## src/rtl/core/tlc_pkg.sv

```systemverilog
// shared types, codes and constants of the token link controller
package tlc_pkg;

  localparam int HANDLE_BITS    = 8;
  localparam int OP_BITS        = 3;
  localparam int FRAME_BITS     = 3;
  localparam int KIND_BITS      = 3;
  localparam int MODE_BITS      = 2;
  localparam int PEND_BITS      = 3;
  localparam int ATT_BITS       = 8;
  localparam int TIMER_BITS     = 16;
  localparam int IDLE_BITS      = 17;
  localparam int BASE_BITS      = 15;
  localparam int LFSR_BITS      = 16;
  localparam int CFG_INDEX_BITS = 3;
  localparam int CFG_DATA_BITS  = 16;

  typedef logic [OP_BITS-1:0]        opcode_t;
  typedef logic [FRAME_BITS-1:0]     frame_t;
  typedef logic [KIND_BITS-1:0]      kind_t;
  typedef logic [MODE_BITS-1:0]      mode_t;
  typedef logic [PEND_BITS-1:0]      pend_t;
  typedef logic [CFG_INDEX_BITS-1:0] cfg_index_t;
  typedef logic [HANDLE_BITS-1:0]    handle_t;

  localparam opcode_t OPC_TICK  = 3'd0;
  localparam opcode_t OPC_FRAME = 3'd1;
  localparam opcode_t OPC_BIND  = 3'd2;
  localparam opcode_t OPC_DATA  = 3'd3;
  localparam opcode_t OPC_PASS  = 3'd4;
  localparam opcode_t OPC_CLOSE = 3'd5;

  localparam frame_t FR_BIND  = 3'd0;
  localparam frame_t FR_ACK   = 3'd1;
  localparam frame_t FR_DATA  = 3'd2;
  localparam frame_t FR_PASS  = 3'd3;
  localparam frame_t FR_ALIVE = 3'd4;
  localparam frame_t FR_CLOSE = 3'd5;

  localparam kind_t K_SEND   = 3'd0;
  localparam kind_t K_READY  = 3'd1;
  localparam kind_t K_TOKEN  = 3'd2;
  localparam kind_t K_CLOSED = 3'd3;
  localparam kind_t K_DONE   = 3'd4;

  localparam mode_t M_NONE  = 2'd0;
  localparam mode_t M_WAIT  = 2'd1;
  localparam mode_t M_TOKEN = 2'd2;

  localparam pend_t P_NONE  = 3'd0;
  localparam pend_t P_BIND  = 3'd1;
  localparam pend_t P_DATA  = 3'd2;
  localparam pend_t P_PASS  = 3'd3;
  localparam pend_t P_CLOSE = 3'd4;
  localparam pend_t P_ALIVE = 3'd5;

  localparam cfg_index_t CFG_BIND_ATTEMPTS = 3'd0;
  localparam cfg_index_t CFG_ACK_ATTEMPTS  = 3'd1;
  localparam cfg_index_t CFG_LISTEN_TICKS  = 3'd2;
  localparam cfg_index_t CFG_LOSS_TICKS    = 3'd3;
  localparam cfg_index_t CFG_BACKOFF_BASE  = 3'd4;
  localparam cfg_index_t CFG_RANDOM_SEED   = 3'd5;

  localparam logic [ATT_BITS-1:0]   RST_BIND_ATTEMPTS = 8'd10;
  localparam logic [ATT_BITS-1:0]   RST_ACK_ATTEMPTS  = 8'd3;
  localparam logic [TIMER_BITS-1:0] RST_LISTEN_TICKS  = 16'd500;
  localparam logic [TIMER_BITS-1:0] RST_LOSS_TICKS    = 16'd5000;
  localparam logic [BASE_BITS-1:0]  RST_BACKOFF_BASE  = 15'd200;
  localparam logic [LFSR_BITS-1:0]  RST_RANDOM_SEED   = 16'd44257;
  localparam logic [LFSR_BITS-1:0]  LFSR_MASK         = 16'hB400;

  typedef logic [1:0] hsel_t;
  localparam hsel_t HS_NONE    = 2'd0;
  localparam hsel_t HS_PENDING = 2'd1;
  localparam hsel_t HS_INPUT   = 2'd2;

  typedef logic [1:0] att_act_t;
  localparam att_act_t ATT_KEEP  = 2'd0;
  localparam att_act_t ATT_ONE   = 2'd1;
  localparam att_act_t ATT_INC   = 2'd2;
  localparam att_act_t ATT_CLEAR = 2'd3;

  typedef logic [1:0] tmr_act_t;
  localparam tmr_act_t TMR_KEEP   = 2'd0;
  localparam tmr_act_t TMR_LISTEN = 2'd1;
  localparam tmr_act_t TMR_CLEAR  = 2'd2;
  localparam tmr_act_t TMR_DEC    = 2'd3;

  typedef logic [1:0] idle_act_t;
  localparam idle_act_t IDLE_KEEP  = 2'd0;
  localparam idle_act_t IDLE_INC   = 2'd1;
  localparam idle_act_t IDLE_CLEAR = 2'd2;

  typedef struct packed {
    kind_t  kind;
    frame_t frame;
    hsel_t  hsel;
    logic   success;
  } res_t;

  typedef struct packed {
    logic      mode_we;
    mode_t     mode;
    logic      pend_we;
    pend_t     pend;
    att_act_t  att;
    tmr_act_t  tmr;
    idle_act_t idle;
    logic      handle_load;
    logic      start_backoff;
  } upd_t;

  typedef struct packed {
    logic load_input;
    logic commit;
    upd_t upd;
    logic load_backoff;
    logic push;
    res_t res;
    logic last;
  } dp_cmd_t;

  typedef struct packed {
    opcode_t opcode;
    frame_t  rx_type;
    mode_t   mode;
    pend_t   pend;
    logic    timer_le1;
    logic    idle_gt_loss;
    logic    idle_gt_half;
    logic    att_lt_bind;
    logic    att_lt_ack;
    logic    div_done;
    logic    out_free;
  } dp_status_t;

endpackage

```

## src/rtl/core/tlc_if.sv

```systemverilog
// channel interfaces of the token link controller
interface tlc_item_if
  import tlc_pkg::*;
();
  logic    valid;
  logic    ready;
  opcode_t opcode;
  frame_t  rx_type;
  handle_t payload_handle;

  modport source (output valid, output opcode, output rx_type, output payload_handle,
                  input ready);
  modport sink (input valid, input opcode, input rx_type, input payload_handle,
                output ready);
endinterface

interface tlc_result_if
  import tlc_pkg::*;
();
  logic    valid;
  logic    ready;
  kind_t   kind;
  frame_t  frame_type;
  handle_t out_handle;
  logic    success;
  logic    last;

  modport source (output valid, output kind, output frame_type, output out_handle,
                  output success, output last, input ready);
  modport sink (input valid, input kind, input frame_type, input out_handle,
                input success, input last, output ready);
endinterface

interface tlc_cfg_if
  import tlc_pkg::*;
();
  logic                     valid;
  logic                     ready;
  cfg_index_t               index;
  logic [CFG_DATA_BITS-1:0] data;

  modport source (output valid, output index, output data, input ready);
  modport sink (input valid, input index, input data, output ready);
endinterface

```

## src/rtl/core/tlc_ctrl.sv

```systemverilog
// controller state machine: event decisions and result sequencing
module tlc_ctrl
  import tlc_pkg::*;
(
  input  logic       clk,
  input  logic       rst,
  input  logic       item_valid,
  output logic       item_ready,
  input  dp_status_t status,
  output dp_cmd_t    cmd
);

  localparam logic [1:0] S_IDLE = 2'd0;
  localparam logic [1:0] S_EVAL = 2'd1;
  localparam logic [1:0] S_DIV  = 2'd2;
  localparam logic [1:0] S_EMIT = 2'd3;

  typedef struct packed {
    upd_t       upd;
    logic [1:0] nres;
    res_t       r0;
    res_t       r1;
  } plan_t;

  function automatic res_t mk(kind_t k, frame_t f, hsel_t h, logic s);
    res_t r;
    r.kind = k;
    r.frame = f;
    r.hsel = h;
    r.success = s;
    return r;
  endfunction

  function automatic frame_t pend_frame(pend_t op);
    frame_t f;
    case (op)
      P_DATA:  f = FR_DATA;
      P_PASS:  f = FR_PASS;
      P_CLOSE: f = FR_CLOSE;
      P_ALIVE: f = FR_ALIVE;
      default: f = FR_BIND;
    endcase
    return f;
  endfunction

  function automatic plan_t send_pending(plan_t p, pend_t op);
    plan_t q;
    q = p;
    q.nres = 2'd1;
    q.r0 = mk(K_SEND, pend_frame(op), (op == P_DATA) ? HS_PENDING : HS_NONE, 1'b0);
    if (op == P_BIND) begin
      q.upd.tmr = TMR_KEEP;
      q.upd.start_backoff = 1'b1;
    end else begin
      q.upd.tmr = TMR_LISTEN;
    end
    return q;
  endfunction

  function automatic plan_t start_op(plan_t p, pend_t op);
    plan_t q;
    q = p;
    q.upd.pend_we = 1'b1;
    q.upd.pend = op;
    q.upd.att = ATT_ONE;
    return send_pending(q, op);
  endfunction

  function automatic plan_t finish(plan_t p);
    plan_t q;
    q = p;
    q.upd.pend_we = 1'b1;
    q.upd.pend = P_NONE;
    q.upd.att = ATT_CLEAR;
    q.upd.tmr = TMR_CLEAR;
    return q;
  endfunction

  function automatic plan_t terminate(plan_t p);
    plan_t q;
    q = finish(p);
    q.upd.mode_we = 1'b1;
    q.upd.mode = M_NONE;
    return q;
  endfunction

  function automatic plan_t attempt_over(plan_t p, pend_t op, logic lt_bind, logic lt_ack);
    plan_t q;
    logic  lt;
    q = p;
    lt = (op == P_BIND) ? lt_bind : lt_ack;
    if (lt) begin
      q.upd.att = ATT_INC;
      q = send_pending(q, op);
    end else begin
      q = finish(q);
      q.nres = 2'd1;
      if (op == P_ALIVE || op == P_CLOSE) begin
        q.upd.mode_we = 1'b1;
        q.upd.mode = M_NONE;
        q.r0 = mk(K_CLOSED, FR_BIND, HS_NONE, 1'b0);
      end else begin
        q.r0 = mk(K_DONE, FR_BIND, HS_NONE, 1'b0);
      end
    end
    return q;
  endfunction

  logic [1:0] state, state_next;
  logic [1:0] nres;
  res_t       r0, r1, cur;
  logic       idx, is_last;
  plan_t      plan;

  // decision for the latched transaction
  always_comb begin
    plan = '0;
    unique case (status.opcode)
      OPC_TICK: begin
        plan.upd.idle = IDLE_INC;
        if (status.pend != P_NONE) begin
          if (status.timer_le1) begin
            plan.upd.tmr = TMR_CLEAR;
            plan = attempt_over(plan, status.pend, status.att_lt_bind, status.att_lt_ack);
          end else begin
            plan.upd.tmr = TMR_DEC;
          end
        end else if (status.mode == M_WAIT && status.idle_gt_loss) begin
          plan = terminate(plan);
          plan.nres = 2'd1;
          plan.r0 = mk(K_CLOSED, FR_BIND, HS_NONE, 1'b0);
        end else if (status.mode == M_TOKEN && status.idle_gt_half) begin
          plan = start_op(plan, P_ALIVE);
        end
      end
      OPC_FRAME: begin
        plan.upd.idle = IDLE_CLEAR;
        if (status.pend == P_BIND) begin
          if (status.rx_type == FR_ACK) begin
            plan = finish(plan);
            plan.upd.mode_we = 1'b1;
            plan.upd.mode = M_TOKEN;
            plan.nres = 2'd1;
            plan.r0 = mk(K_DONE, FR_BIND, HS_NONE, 1'b1);
          end else if (status.rx_type == FR_BIND) begin
            plan = finish(plan);
            plan.upd.mode_we = 1'b1;
            plan.upd.mode = M_WAIT;
            plan.nres = 2'd2;
            plan.r0 = mk(K_SEND, FR_ACK, HS_NONE, 1'b0);
            plan.r1 = mk(K_DONE, FR_BIND, HS_NONE, 1'b1);
          end else begin
            plan = attempt_over(plan, status.pend, status.att_lt_bind, status.att_lt_ack);
          end
        end else if (status.pend != P_NONE) begin
          if (status.rx_type != FR_ACK) begin
            plan = attempt_over(plan, status.pend, status.att_lt_bind, status.att_lt_ack);
          end else if (status.pend == P_CLOSE) begin
            plan = terminate(plan);
            plan.nres = 2'd1;
            plan.r0 = mk(K_CLOSED, FR_BIND, HS_NONE, 1'b0);
          end else if (status.pend == P_ALIVE) begin
            plan = finish(plan);
          end else begin
            plan = finish(plan);
            if (status.pend == P_PASS) begin
              plan.upd.mode_we = 1'b1;
              plan.upd.mode = M_WAIT;
            end
            plan.nres = 2'd1;
            plan.r0 = mk(K_DONE, FR_BIND, HS_NONE, 1'b1);
          end
        end else if (status.mode == M_WAIT) begin
          case (status.rx_type)
            FR_DATA: begin
              plan.nres = 2'd2;
              plan.r0 = mk(K_READY, FR_BIND, HS_INPUT, 1'b0);
              plan.r1 = mk(K_SEND, FR_ACK, HS_NONE, 1'b0);
            end
            FR_PASS: begin
              plan.upd.mode_we = 1'b1;
              plan.upd.mode = M_TOKEN;
              plan.nres = 2'd2;
              plan.r0 = mk(K_TOKEN, FR_BIND, HS_NONE, 1'b0);
              plan.r1 = mk(K_SEND, FR_ACK, HS_NONE, 1'b0);
            end
            FR_ALIVE: begin
              plan.nres = 2'd1;
              plan.r0 = mk(K_SEND, FR_ACK, HS_NONE, 1'b0);
            end
            FR_CLOSE: begin
              plan = terminate(plan);
              plan.nres = 2'd2;
              plan.r0 = mk(K_SEND, FR_ACK, HS_NONE, 1'b0);
              plan.r1 = mk(K_CLOSED, FR_BIND, HS_NONE, 1'b0);
            end
            default: begin
            end
          endcase
        end
      end
      OPC_BIND: begin
        if (status.mode != M_NONE || status.pend != P_NONE) begin
          plan.nres = 2'd1;
          plan.r0 = mk(K_DONE, FR_BIND, HS_NONE, 1'b0);
        end else begin
          plan.upd.idle = IDLE_CLEAR;
          plan = start_op(plan, P_BIND);
        end
      end
      OPC_DATA, OPC_PASS: begin
        if (status.mode != M_TOKEN || status.pend != P_NONE) begin
          plan.nres = 2'd1;
          plan.r0 = mk(K_DONE, FR_BIND, HS_NONE, 1'b0);
        end else begin
          plan.upd.handle_load = 1'b1;
          plan = start_op(plan, (status.opcode == OPC_DATA) ? P_DATA : P_PASS);
        end
      end
      OPC_CLOSE: begin
        if (status.mode == M_TOKEN && status.pend == P_NONE) begin
          plan = start_op(plan, P_CLOSE);
        end else begin
          plan = terminate(plan);
          if (status.pend == P_BIND || status.pend == P_DATA || status.pend == P_PASS) begin
            plan.nres = 2'd2;
            plan.r0 = mk(K_DONE, FR_BIND, HS_NONE, 1'b0);
            plan.r1 = mk(K_CLOSED, FR_BIND, HS_NONE, 1'b0);
          end else begin
            plan.nres = 2'd1;
            plan.r0 = mk(K_CLOSED, FR_BIND, HS_NONE, 1'b0);
          end
        end
      end
      default: begin
      end
    endcase
  end

  assign cur = idx ? r1 : r0;
  assign is_last = idx || (nres == 2'd1);

  always_comb begin
    cmd = '0;
    state_next = state;
    item_ready = (state == S_IDLE);
    unique case (state)
      S_IDLE: begin
        cmd.load_input = item_valid;
        if (item_valid) begin
          state_next = S_EVAL;
        end
      end
      S_EVAL: begin
        cmd.commit = 1'b1;
        cmd.upd = plan.upd;
        if (plan.upd.start_backoff) begin
          state_next = S_DIV;
        end else if (plan.nres == 2'd0) begin
          state_next = S_IDLE;
        end else begin
          state_next = S_EMIT;
        end
      end
      S_DIV: begin
        if (status.div_done) begin
          cmd.load_backoff = 1'b1;
          state_next = S_EMIT;
        end
      end
      S_EMIT: begin
        if (status.out_free) begin
          cmd.push = 1'b1;
          cmd.res = cur;
          cmd.last = is_last;
          if (is_last) begin
            state_next = S_IDLE;
          end
        end
      end
    endcase
  end

  always_ff @(posedge clk) begin
    if (rst) begin
      state <= S_IDLE;
    end else begin
      state <= state_next;
    end
  end

  always_ff @(posedge clk) begin
    if (state == S_EVAL) begin
      nres <= plan.nres;
      r0 <= plan.r0;
      r1 <= plan.r1;
      idx <= 1'b0;
    end else if (cmd.push) begin
      idx <= 1'b1;
    end
  end

endmodule

```

## src/rtl/core/tlc_dpath.sv

```systemverilog
// datapath: configuration, link state registers, backoff divider, output register
module tlc_dpath
  import tlc_pkg::*;
(
  input  logic                     clk,
  input  logic                     rst,
  input  dp_cmd_t                  cmd,
  output dp_status_t               status,
  input  opcode_t                  item_opcode,
  input  frame_t                   item_rx_type,
  input  handle_t                  item_handle,
  input  logic                     cfg_we,
  input  cfg_index_t               cfg_index,
  input  logic [CFG_DATA_BITS-1:0] cfg_data,
  input  logic                     out_ready,
  output logic                     out_valid,
  output kind_t                    out_kind,
  output frame_t                   out_frame_type,
  output handle_t                  out_handle,
  output logic                     out_success,
  output logic                     out_last
);

  logic [ATT_BITS-1:0]   bind_attempts, ack_attempts;
  logic [TIMER_BITS-1:0] listen_ticks, loss_ticks;
  logic [BASE_BITS-1:0]  backoff_base;

  opcode_t lat_opcode;
  frame_t  lat_rx_type;
  handle_t lat_handle;

  mode_t                 link_mode;
  pend_t                 pending_op;
  logic [ATT_BITS-1:0]   attempts_used;
  logic [TIMER_BITS-1:0] wait_timer;
  logic [IDLE_BITS-1:0]  idle_ticks;
  logic [LFSR_BITS-1:0]  lfsr_value;
  handle_t               pending_handle;

  logic [LFSR_BITS-1:0] dividend;
  logic [BASE_BITS-1:0] rem;
  logic [3:0]           div_count;
  logic                 div_busy;

  logic [IDLE_BITS-1:0]  idle_inc;
  logic [ATT_BITS-1:0]   bind_lim, ack_lim;
  logic [LFSR_BITS-1:0]  lfsr_step, seed_load;
  logic [BASE_BITS:0]    trial;
  logic                  trial_ge;
  logic [BASE_BITS-1:0]  rem_next;
  logic [TIMER_BITS-1:0] backoff_val;
  handle_t               sel_handle;
  logic                  out_free;

  assign idle_inc = (idle_ticks == '1) ? idle_ticks : idle_ticks + IDLE_BITS'(1);
  assign bind_lim = (bind_attempts == '0) ? ATT_BITS'(1) : bind_attempts;
  assign ack_lim = (ack_attempts == '0) ? ATT_BITS'(1) : ack_attempts;
  assign lfsr_step = {1'b0, lfsr_value[LFSR_BITS-1:1]} ^ (lfsr_value[0] ? LFSR_MASK : '0);
  assign seed_load = (cfg_data == '0) ? LFSR_BITS'(1) : cfg_data;

  // one restoring step per cycle
  assign trial = {rem, dividend[LFSR_BITS-1]};
  assign trial_ge = (trial >= {1'b0, backoff_base});
  assign rem_next = trial_ge ? BASE_BITS'(trial - {1'b0, backoff_base}) : trial[BASE_BITS-1:0];
  // zero base gives no wait
  assign backoff_val = (backoff_base == '0) ? '0 : {1'b0, backoff_base} + {1'b0, rem};

  assign out_free = !out_valid || out_ready;

  always_comb begin
    status.opcode = lat_opcode;
    status.rx_type = lat_rx_type;
    status.mode = link_mode;
    status.pend = pending_op;
    status.timer_le1 = (wait_timer <= TIMER_BITS'(1));
    status.idle_gt_loss = (idle_inc > {1'b0, loss_ticks});
    status.idle_gt_half = (idle_inc > {2'b00, loss_ticks[TIMER_BITS-1:1]});
    status.att_lt_bind = (attempts_used < bind_lim);
    status.att_lt_ack = (attempts_used < ack_lim);
    status.div_done = !div_busy;
    status.out_free = out_free;
  end

  always_comb begin
    case (cmd.res.hsel)
      HS_PENDING: sel_handle = pending_handle;
      HS_INPUT:   sel_handle = lat_handle;
      default:    sel_handle = '0;
    endcase
  end

  always_ff @(posedge clk) begin
    if (rst) begin
      bind_attempts <= RST_BIND_ATTEMPTS;
      ack_attempts <= RST_ACK_ATTEMPTS;
      listen_ticks <= RST_LISTEN_TICKS;
      loss_ticks <= RST_LOSS_TICKS;
      backoff_base <= RST_BACKOFF_BASE;
      link_mode <= M_NONE;
      pending_op <= P_NONE;
      attempts_used <= '0;
      wait_timer <= '0;
      idle_ticks <= '0;
      lfsr_value <= RST_RANDOM_SEED;
      pending_handle <= '0;
      div_busy <= 1'b0;
      out_valid <= 1'b0;
    end else begin
      if (cfg_we) begin
        unique case (cfg_index)
          CFG_BIND_ATTEMPTS: bind_attempts <= cfg_data[ATT_BITS-1:0];
          CFG_ACK_ATTEMPTS:  ack_attempts <= cfg_data[ATT_BITS-1:0];
          CFG_LISTEN_TICKS:  listen_ticks <= cfg_data[TIMER_BITS-1:0];
          CFG_LOSS_TICKS:    loss_ticks <= cfg_data[TIMER_BITS-1:0];
          CFG_BACKOFF_BASE:  backoff_base <= cfg_data[BASE_BITS-1:0];
          CFG_RANDOM_SEED:   lfsr_value <= seed_load;
          default: begin
          end
        endcase
      end
      if (cmd.commit) begin
        if (cmd.upd.mode_we) begin
          link_mode <= cmd.upd.mode;
        end
        if (cmd.upd.pend_we) begin
          pending_op <= cmd.upd.pend;
        end
        case (cmd.upd.att)
          ATT_ONE:   attempts_used <= ATT_BITS'(1);
          ATT_INC:   attempts_used <= attempts_used + ATT_BITS'(1);
          ATT_CLEAR: attempts_used <= '0;
          default:   attempts_used <= attempts_used;
        endcase
        case (cmd.upd.tmr)
          TMR_LISTEN: wait_timer <= listen_ticks;
          TMR_CLEAR:  wait_timer <= '0;
          TMR_DEC:    wait_timer <= wait_timer - TIMER_BITS'(1);
          default:    wait_timer <= wait_timer;
        endcase
        case (cmd.upd.idle)
          IDLE_INC:   idle_ticks <= idle_inc;
          IDLE_CLEAR: idle_ticks <= '0;
          default:    idle_ticks <= idle_ticks;
        endcase
        if (cmd.upd.handle_load) begin
          pending_handle <= (lat_opcode == OPC_DATA) ? lat_handle : '0;
        end
        if (cmd.upd.start_backoff) begin
          lfsr_value <= lfsr_step;
          div_busy <= 1'b1;
        end
      end else if (div_busy && div_count == '1) begin
        div_busy <= 1'b0;
      end
      if (cmd.load_backoff) begin
        wait_timer <= backoff_val;
      end
      if (cmd.push) begin
        out_valid <= 1'b1;
      end else if (out_ready) begin
        out_valid <= 1'b0;
      end
    end
  end

  always_ff @(posedge clk) begin
    if (cmd.load_input) begin
      lat_opcode <= item_opcode;
      lat_rx_type <= item_rx_type;
      lat_handle <= item_handle;
    end
    if (cmd.commit && cmd.upd.start_backoff) begin
      dividend <= lfsr_step;
      rem <= '0;
      div_count <= '0;
    end else if (div_busy) begin
      dividend <= {dividend[LFSR_BITS-2:0], 1'b0};
      rem <= rem_next;
      div_count <= div_count + 4'd1;
    end
    if (cmd.push) begin
      out_kind <= cmd.res.kind;
      out_frame_type <= cmd.res.frame;
      out_handle <= sel_handle;
      out_success <= cmd.res.success;
      out_last <= cmd.last;
    end
  end

endmodule

```

## src/rtl/core/token_link_controller_core.sv

```systemverilog
// token link controller top level: controller and datapath joined by command and status
// one transaction at a time: the next transaction is taken only after all n results
// (0 to 2) of the last one have been pushed to the output register
// sending a bind frame also waits for the bit-serial backoff remainder
// synchronous reset loads default configuration, clears link state and seeds the lfsr
module token_link_controller_core
  import tlc_pkg::*;
(
  input logic          clk,
  input logic          rst,
  tlc_item_if.sink     item,
  tlc_result_if.source result,
  tlc_cfg_if.sink      cfg
);

  dp_cmd_t    cmd;
  dp_status_t status;
  logic       item_ready;

  assign item.ready = item_ready;
  assign cfg.ready = 1'b1;

  tlc_ctrl u_ctrl (
    .clk        (clk),
    .rst        (rst),
    .item_valid (item.valid),
    .item_ready (item_ready),
    .status     (status),
    .cmd        (cmd)
  );

  tlc_dpath u_dpath (
    .clk            (clk),
    .rst            (rst),
    .cmd            (cmd),
    .status         (status),
    .item_opcode    (item.opcode),
    .item_rx_type   (item.rx_type),
    .item_handle    (item.payload_handle),
    .cfg_we         (cfg.valid),
    .cfg_index      (cfg.index),
    .cfg_data       (cfg.data),
    .out_ready      (result.ready),
    .out_valid      (result.valid),
    .out_kind       (result.kind),
    .out_frame_type (result.frame_type),
    .out_handle     (result.out_handle),
    .out_success    (result.success),
    .out_last       (result.last)
  );

endmodule

```

## src/flat_wrapper.sv

```systemverilog
// flat-port wrapper written by rule: the top's interface ports become plain ports
module token_link_controller_core_flat import tlc_pkg::*;
  (clk, rst, item_valid, item_opcode, item_rx_type, item_payload_handle, item_ready, result_valid, result_kind, result_frame_type, result_out_handle, result_success, result_last, result_ready, cfg_valid, cfg_index, cfg_data, cfg_ready);
  tlc_item_if item_i ();
  tlc_result_if result_i ();
  tlc_cfg_if cfg_i ();
  input logic clk;
  input logic rst;
  input wire logic [$bits(item_i.valid)-1:0] item_valid;
  input wire logic [$bits(item_i.opcode)-1:0] item_opcode;
  input wire logic [$bits(item_i.rx_type)-1:0] item_rx_type;
  input wire logic [$bits(item_i.payload_handle)-1:0] item_payload_handle;
  output wire logic [$bits(item_i.ready)-1:0] item_ready;
  output wire logic [$bits(result_i.valid)-1:0] result_valid;
  output wire logic [$bits(result_i.kind)-1:0] result_kind;
  output wire logic [$bits(result_i.frame_type)-1:0] result_frame_type;
  output wire logic [$bits(result_i.out_handle)-1:0] result_out_handle;
  output wire logic [$bits(result_i.success)-1:0] result_success;
  output wire logic [$bits(result_i.last)-1:0] result_last;
  input wire logic [$bits(result_i.ready)-1:0] result_ready;
  input wire logic [$bits(cfg_i.valid)-1:0] cfg_valid;
  input wire logic [$bits(cfg_i.index)-1:0] cfg_index;
  input wire logic [$bits(cfg_i.data)-1:0] cfg_data;
  output wire logic [$bits(cfg_i.ready)-1:0] cfg_ready;
  assign item_i.valid = item_valid;
  assign item_i.opcode = item_opcode;
  assign item_i.rx_type = item_rx_type;
  assign item_i.payload_handle = item_payload_handle;
  assign item_ready = item_i.ready;
  assign result_valid = result_i.valid;
  assign result_kind = result_i.kind;
  assign result_frame_type = result_i.frame_type;
  assign result_out_handle = result_i.out_handle;
  assign result_success = result_i.success;
  assign result_last = result_i.last;
  assign result_i.ready = result_ready;
  assign cfg_i.valid = cfg_valid;
  assign cfg_i.index = cfg_index;
  assign cfg_i.data = cfg_data;
  assign cfg_ready = cfg_i.ready;
  token_link_controller_core u_core (.clk(clk), .rst(rst), .item(item_i), .result(result_i), .cfg(cfg_i));
endmodule
```

## config.mk

```make
export PLATFORM = sky130hd
export DESIGN_NAME = token_link_controller_core_flat
export DESIGN_NICKNAME = d
export VERILOG_FILES = /design/src/rtl/core/tlc_pkg.sv /design/src/rtl/core/tlc_if.sv /design/src/rtl/core/tlc_ctrl.sv /design/src/rtl/core/tlc_dpath.sv /design/src/rtl/core/token_link_controller_core.sv /design/src/flat_wrapper.sv
export SDC_FILE = /design/constraint.sdc
export NUM_CORES = 1
export LEC_CHECK = 0
export ABC_AREA = 1
export BUFFER_PORTS_ARGS = -buffer_cell sky130_fd_sc_hd__buf_2
export CAP_MARGIN = 20
export CORE_ASPECT_RATIO = 0.75
export CORE_MARGIN = 2
export CORE_UTILIZATION = 35
export CTS_CLUSTER_DIAMETER = 60
export DETAILED_ROUTE_END_ITERATION = 16
export HOLD_SLACK_MARGIN = 0.05
export PLACE_DENSITY = 0.55
export SYNTH_ARGS = -nofsm -noshare
export SYNTH_HDL_FRONTEND = slang
export SYNTH_SLANG_ARGS = --single-unit
```

## constraint.sdc

```tcl
create_clock -name clk -period 14.2 [get_ports clk]
set_clock_uncertainty 0.2 [all_clocks]
set_input_delay 0 -clock clk [delete_from_list [all_inputs] [get_ports clk]]
set_output_delay 0 -clock clk [all_outputs]
set_load 0.01 [all_outputs]
```

==> flow_summary.toml, run 1 <==
[floorplanning]
die_h_um = 169.3
rows = 60
die_area_um2 = 37990
start_util_pct = 35.53
core_um2 = 35880
die_w_um = 224.4
top_level_ports = 57

[worst_hold_path]
hold_class = "in -> reg"

[timing]
hold_violations = 0
grt_setup_unrepaired = "no"
worst_pin_slew_ns = 0.9647
tns_ns = 0
min_period_ns = 5.750
fin_crit_sh_pct = 40.50
whs_ns = 0.1011
max_freq_ghz = 0.1739
finalSetupViolCount = 0
slew_viol_final = 0
relSlewSlack_pct = 35.45

[routing]
vias_per_cell = 5.167
drt_iter0_markers = 1050
firstDrtPassIters = 7
drt-total-wl_um = 37860
ant_nets = 0
dr_total_vias = 11909
drc = 0
wire_per_inst_um = 16.43

[placed_design]
io_buffers = 55
place_inst = 2183
gp_congestion = 0.8826
hpwl_um = 27050

[power]
leakagePower_nw = 6.756
power_density_nw_per_um2 = 128.1
seq_power_share_pct = 37.6
power_mw = 1.936
p_int_mw = 1.296
clkPwrFrac_pct = 38.0
p_sw_share_pct = 33.06
p_sw_uw = 640.0
p_comb_share_pct = 24.4
peakVddDrop_uv = 105.8

[yosys]
yosysUniqueCellTypes = 59
synth_seq_cells = 217
ys_warn_count = 0
seq_area_frac_synth_pct = 38.78
netlist_instances = 1710
syn_area_um2 = 12750
ys.flop_type = "dfxtp_1"
yosys-top-cells-area = "dfxtp_1 25%, edfxtp_1 14%, nand2_1 11%, ha_1 8.3%, a21oi_1 7.4%"
async_reset_ff_share_pct = 0
synth_top_area_share_pct = 24.65
avgSynthCellArea_um2 = 7.457
synth_nets = 1835
synth-edff-count = 60
yosysTopAreaCell = "dfxtp_1"

[critical_path]
startpoint_type = "register"
crit_fanout = 16
crit_arrival_ns = 5.96
end_kind = "register"
crit_top_cell = "nand2_1"
cp_data_required_time_ns = 14.41
critPathKind = "reg -> reg"
cpPeakStageDelay_ns = 0.40
cpMaxStageDelayCell = "ha_1"

[run]
drv_cap = 0

[finish]
final_cells = 2305
nets = 1944
drive_above_1_share_pct = 8.750
syn_to_final_growth_pct = 18.57
diodes = 0

[clock_network]
cts.sinks = 217
cts_root_buf = "clkbuf_16"
cts_buffers = 27
clk-insertion-delay-late_ns = 0.58
cts_tree = "built"
clkSlewWorstSetupHoldPaths_ns = 0.06
cts_buffer_depth = 3
cts.htree.levels = 1

[global_route]
globalRouteTotalUtil_pct = 19.70
grt_max_degree = 84
grt_pass1_wl_um = 59810
overflow = 0
antenna_found_initial = 0
grt_pass1_vias = 10915

[outcome]
status = "completed"
cells by family after synthesis:
group	share of synthesized area, %
buffers and inverters	8.556
other	0.02941
XOR/XNOR	2.610
adder cells (fa/ha/maj)	8.655
AO/OA/AOI/OAI	18.73
flip-flops	38.78
AND/OR/NAND/NOR	22.64
what timing repair did:
item                      4_1_cts  5_1_grt
hold buffers                   69        0
hold endpoints to repair      164        0
buffers inserted                0        0
resized for setup               0        0
cells in the mapped netlist (all sizes together), types with 2 or more instances:
cell / number
nand2: 372
inv: 221
a21oi: 189
dfxtp: 157
o21ai: 153
nor2: 144
ha: 85
nand3: 72
edfxtp: 60
clkbuf: 42
nand4: 29
o211ai: 28
xor2: 27
nor3: 25
buf: 14
xnor2: 11
nor4: 9
o22ai: 8
a31oi: 6
or2: 6
a21boi: 5
a221oi: 5
o21bai: 5
o31ai: 5
nand3b: 4
o21a: 4
a211oi: 3
o2111ai: 3
a2111oi: 2
a21o: 2
a32o: 2
and3: 2
fa: 2
nor3b: 2
worst max-delay path: cells and delay by family (launching register included):
family | cells | cell delay [ns]
AO/OA/AOI/OAI | 4 | 0.70
AND/OR/NAND/NOR | 19 | 2.59
XOR/XNOR | 1 | 0.17
adder cells (fa/ha/maj) | 3 | 0.91
buffers and inverters | 4 | 0.63
flip-flops | 1 | 0.39
cells in the final DEF (no fill, tap or decap), drive strengths merged, types with 2 or more instances in the layout:
cell | netlist | layout
nand3b | 4 | 4
o31ai | 5 | 5
inv | 221 | 224
o2111ai | 3 | 3
nor3b | 2 | 2
nand2 | 372 | 372
nor4 | 9 | 9
a21o | 2 | 2
nor2 | 144 | 144
nand3 | 72 | 72
a31oi | 6 | 6
nand4 | 29 | 29
clkbuf | 42 | 41
o211ai | 28 | 28
xor2 | 27 | 27
clkinv | 1 | 4
a32o | 2 | 2
fa | 2 | 2
o21bai | 5 | 5
xnor2 | 11 | 11
a211oi | 3 | 3
a21oi | 189 | 189
and3 | 2 | 2
dlygate4sd3 | 0 | 69
edfxtp | 60 | 60
nor3 | 25 | 25
bufinv | 0 | 2
a21boi | 5 | 5
o21a | 4 | 4
a221oi | 5 | 5
a2111oi | 2 | 2
buf | 14 | 67
or2 | 6 | 6
o21ai | 153 | 153
dfxtp | 157 | 157
ha | 85 | 85
o22ai | 8 | 8
routing by layer:
layer | global-route usage [%] | vias up | wire (um)
met5 | 0 | - | 0
met4 | 3.830 | 0 | 693
met3 | 2.684 | 53 | 2532
met2 | 29.59 | 335 | 15740
met1 | 29.97 | 5545 | 18900
li1 | - | 5976 | -
power groups by stage:
stage                     Combinational [mW]  Sequential, mW  Clock, mW
after floorplan                        0.352           0.723          0
after global placement                 0.448           0.740          0
after detailed placement               0.451           0.740          0
after CTS                              0.468           0.727      0.749
after global routing                   0.536           0.734      0.773
final                                  0.472           0.728      0.736
registers in the layout (all words and copies together) (netlist names), 2 cells and up, named ones only:
| signal | flops |
|---|---|
| u_core.u_ctrl.nres | 2 |
| u_core.u_ctrl.r0 | 9 |
| u_core.u_ctrl.r1 | 3 |
| u_core.u_dpath.ack_attempts | 8 |
| u_core.u_dpath.attempts_used | 8 |
| u_core.u_dpath.backoff_base | 15 |
| u_core.u_dpath.bind_attempts | 8 |
| u_core.u_dpath.div_count | 4 |
| u_core.u_dpath.dividend | 16 |
| u_core.u_dpath.idle_ticks | 17 |
| u_core.u_dpath.lat_handle | 8 |
| u_core.u_dpath.lat_opcode | 3 |
| u_core.u_dpath.lat_rx_type | 3 |
| u_core.u_dpath.lfsr_value | 16 |
| u_core.u_dpath.link_mode | 2 |
| u_core.u_dpath.listen_ticks | 16 |
| u_core.u_dpath.loss_ticks | 16 |
| u_core.u_dpath.out_frame_type | 3 |
| u_core.u_dpath.out_handle | 8 |
| u_core.u_dpath.out_kind | 3 |
| u_core.u_dpath.pending_handle | 8 |
| u_core.u_dpath.pending_op | 3 |
| u_core.u_dpath.rem | 15 |
| u_core.u_dpath.wait_timer | 16 |
metrics by stage:
step           util (%)  worst slack (ns)  area, um2
3_3_place_gp      37.42             8.724      13430
3_5_place_dp      37.42             8.561      13430
2_1_floorplan         -             9.722      12750
6_report          42.13             8.450      15120
5_1_grt           42.13             7.822      15120
4_1_cts           42.00             8.496      15070
final timing paths:
| kind | from | end | slack (ns) | cells past startpoint |
|---|---|---|---|---|
| setup reg to reg | u_core.u_dpath.idle_ticks[0]$_SDFFE_PP0P_ | u_core.u_dpath.wait_timer[14]$_SDFFE_PP0P_ | 8.45 | 31 |
| hold / removal | cfg_data[1] | u_core.u_dpath.bind_attempts[1]$_SDFFE_PP1P_ | 0.10 | 4 |
| setup / recovery | u_core.u_dpath.idle_ticks[0]$_SDFFE_PP0P_ | u_core.u_dpath.wait_timer[14]$_SDFFE_PP0P_ | 8.45 | 31 |
| hold reg to reg | u_core.u_dpath.pending_handle[2]$_SDFFE_PP0P_ | u_core.u_dpath.pending_handle[2]$_SDFFE_PP0P_ | 0.26 | 2 |
layout make-up:
cell class | instances | area, um2
Clock inverter | 9 | 123.9
Inverter | 222 | 835.8
Sequential cell | 217 | 4945
Fill cell | 3686 | 20770
Multi-Input combinational cell | 1215 | 6723
Timing Repair Buffer | 136 | 1080
Clock buffer | 41 | 829.5
Tap cell | 465 | 581.8
Power figures use the tool's default switching activity.
==> run 2: changes to the inputs <==
Settings changed: PLACE_DENSITY 0.55 to 0.57.
Clock period 14.2 ns to 4.9 ns, I/O delays scaled along.
==> run 2 against run 1 <==
Compared with the run above: clock power grew to 2.8 times the previous value; first-iteration DRC count shrank 10%; hold slack better by 0.020 ns.
==> flow_summary.toml, run 2 (synthesis gave the netlist of run 1 again) <==
[timing]
finalSetupViolCount = 0
slew_viol_final = 0
hold_violations = 0
whs_ns = 0.1212
min_period_ns = 4.820
fin_crit_sh_pct = 98.36
worst_pin_slew_ns = 0.9171
relSlewSlack_pct = 38.79
grt_setup_unrepaired = "yes"
max_freq_ghz = 0.2075

[clock_network]
cts_tree = "built"
clk-insertion-delay-late_ns = 0.55
clkSlewWorstSetupHoldPaths_ns = 0.06
cts_buffers = 27
cts.htree.levels = 1
cts_buffer_depth = 3
cts_root_buf = "clkbuf_16"
cts.sinks = 217

[global_route]
antenna_found_initial = 0
globalRouteTotalUtil_pct = 19.34
grt_max_degree = 82
grt_pass1_wl_um = 58910
overflow = 0
grt_pass1_vias = 10873

[floorplanning]
start_util_pct = 35.53
die_h_um = 169.3
rows = 60
die_area_um2 = 37990
die_w_um = 224.4
top_level_ports = 57
core_um2 = 35880

[critical_path]
cp_num_buf_inv = 4
cpMaxStageDelayCell = "dfxtp_4"
cp_top_family = "simple AND/OR/NAND/NOR gates"
startpoint_type = "register"
reg2reg_to = "u_core.u_dpath.wait_timer[0]$_SDFFE_PP0P_"
worstSetupEndpoint = "u_core.u_dpath.wait_timer[0]$_SDFFE_PP0P_"
critPathKind = "reg -> reg"
crit_fanout = 6
reg2reg_from = "u_core.u_dpath.idle_ticks[1]$_SDFFE_PP0P_"
cp.depth = 31
worstRegToRegCells = 31
r2r_slack_ns = 0.08
end_kind = "register"
cp_data_required_time_ns = 5.14
startpoint = "u_core.u_dpath.idle_ticks[1]$_SDFFE_PP0P_"
cpPeakStageDelay_ns = 0.36
crit_arrival_ns = 5.06

[finish]
syn_to_final_growth_pct = 22.39
layout_common_cells = "356 x nand2_1, 204 x inv_1, 187 x a21oi_1"
diodes = 0
drive_above_1_share_pct = 12.32
largest_reg_flops = 17
nets = 1980
nFillCells = 3604
final_common_cell = "nand2_1"
largest_register = "u_core.u_dpath.idle_ticks"

[power]
leakagePower_nw = 6.974
power_density_nw_per_um2 = 356.7
peakVddDrop_uv = 230.9
power_mw = 5.567

[outcome]
status = "completed"

[routing]
ant_nets = 0
drt-total-wl_um = 37950
drt_iter0_markers = 940
dr_total_vias = 11976
wire_per_inst_um = 16.22
firstDrtPassIters = 7
vias_per_cell = 5.118
drc = 0

[worst_hold_path]
hold_class = "in -> reg"

[placed_design]
io_buffers = 55
hpwl_um = 26420
gp_congestion = 0.8969

[run]
drv_cap = 0
## run 2: changes by cell type in the layout (fill, tap and decap cells not counted), moves of 5 or more
| cell | delta |
|---|---|
| buf_4 | +27 |
| inv_1 | -6 |
| inv_2 | +5 |
| nand2_1 | -7 |
| nand2_2 | +6 |
| o21ai_0 | -9 |
| o21ai_1 | +5 |
## run 2: layer usage
layer / wire length [um] / up-vias / track usage (%)
li1: - / 6056 / -
met1: 18950 / 5529 / 29.05
met2: 16130 / 338 / 29.34
met3: 2042 / 53 / 2.562
met4: 819 / 0 / 4.261
met5: 0 / - / 0
## run 2: metrics by stage
| step | setup TNS (ns) | instance area (um2) | cells | utilization, % | worst slack, ns |
|---|---|---|---|---|---|
| floorplan | 0 | 12750 | 1710 | - | 0.4222 |
| global placement | -0.04748 | 13560 | 2200 | 37.78 | -0.04748 |
| detailed placement | -2.412 | 13570 | 2201 | 37.81 | -0.2447 |
| CTS | 0 | 15260 | 2325 | 42.52 | 0.01010 |
| global route | -2.053 | 15610 | 2340 | 43.49 | -0.1624 |
| finish | 0 | 15610 | 2340 | 43.49 | 0.08028 |
## run 2: worst min path at each step
stage / slack, ns / from / to / depth (start not counted)
after floorplan: -0.10 / item_payload_handle[0] / u_core.u_dpath.lat_handle[0]$_DFFE_PP_ / 0
after global placement: -0.02 / item_payload_handle[3] / u_core.u_dpath.lat_handle[3]$_DFFE_PP_ / 1
after detailed placement: -0.02 / item_payload_handle[3] / u_core.u_dpath.lat_handle[3]$_DFFE_PP_ / 1
after CTS: 0.1 / cfg_data[1] / u_core.u_dpath.ack_attempts[1]$_SDFFE_PP1P_ / 4
after global routing: 0.15 / cfg_data[1] / u_core.u_dpath.ack_attempts[1]$_SDFFE_PP1P_ / 4
final: 0.12 / cfg_data[1] / u_core.u_dpath.ack_attempts[1]$_SDFFE_PP1P_ / 4
## run 2: what timing repair did
action,4_1_cts,5_1_grt
hold buffers,73,0
resized for setup,4,65
setup buffers,2,10
gates cloned,0,3
endpoints found under the hold margin,165,0
pin swaps,2,26
endpoints found under the setup margin,16,16
## run 2: tightest hold or removal path, cell delays in order
cell,delay (ns)
dlygate4sd3_1,0.52
buf_2,0.17
nand2_1,0.07
o211ai_1,0.08
## run 2: cell type report
type | count | area [um2] | share of cell area, %
Clock buffer | 41 | 852.1 | 5.460
Clock inverter | 8 | 83.83 | 0.5372
Inverter | 222 | 839.6 | 5.380
Multi-Input combinational cell | 1215 | 6943 | 44.49
Sequential cell | 217 | 4950 | 31.72
Tap cell | 465 | 581.8 | 3.728
Timing Repair Buffer | 171 | 1351 | 8.659
Timing Repair inverter | 1 | 5.005 | 0.03207
## run 2: power by group
part           switching (mW)  internal (mW)
logic                   0.873          0.504
clock network           0.824           1.26
registers               0.131           1.98
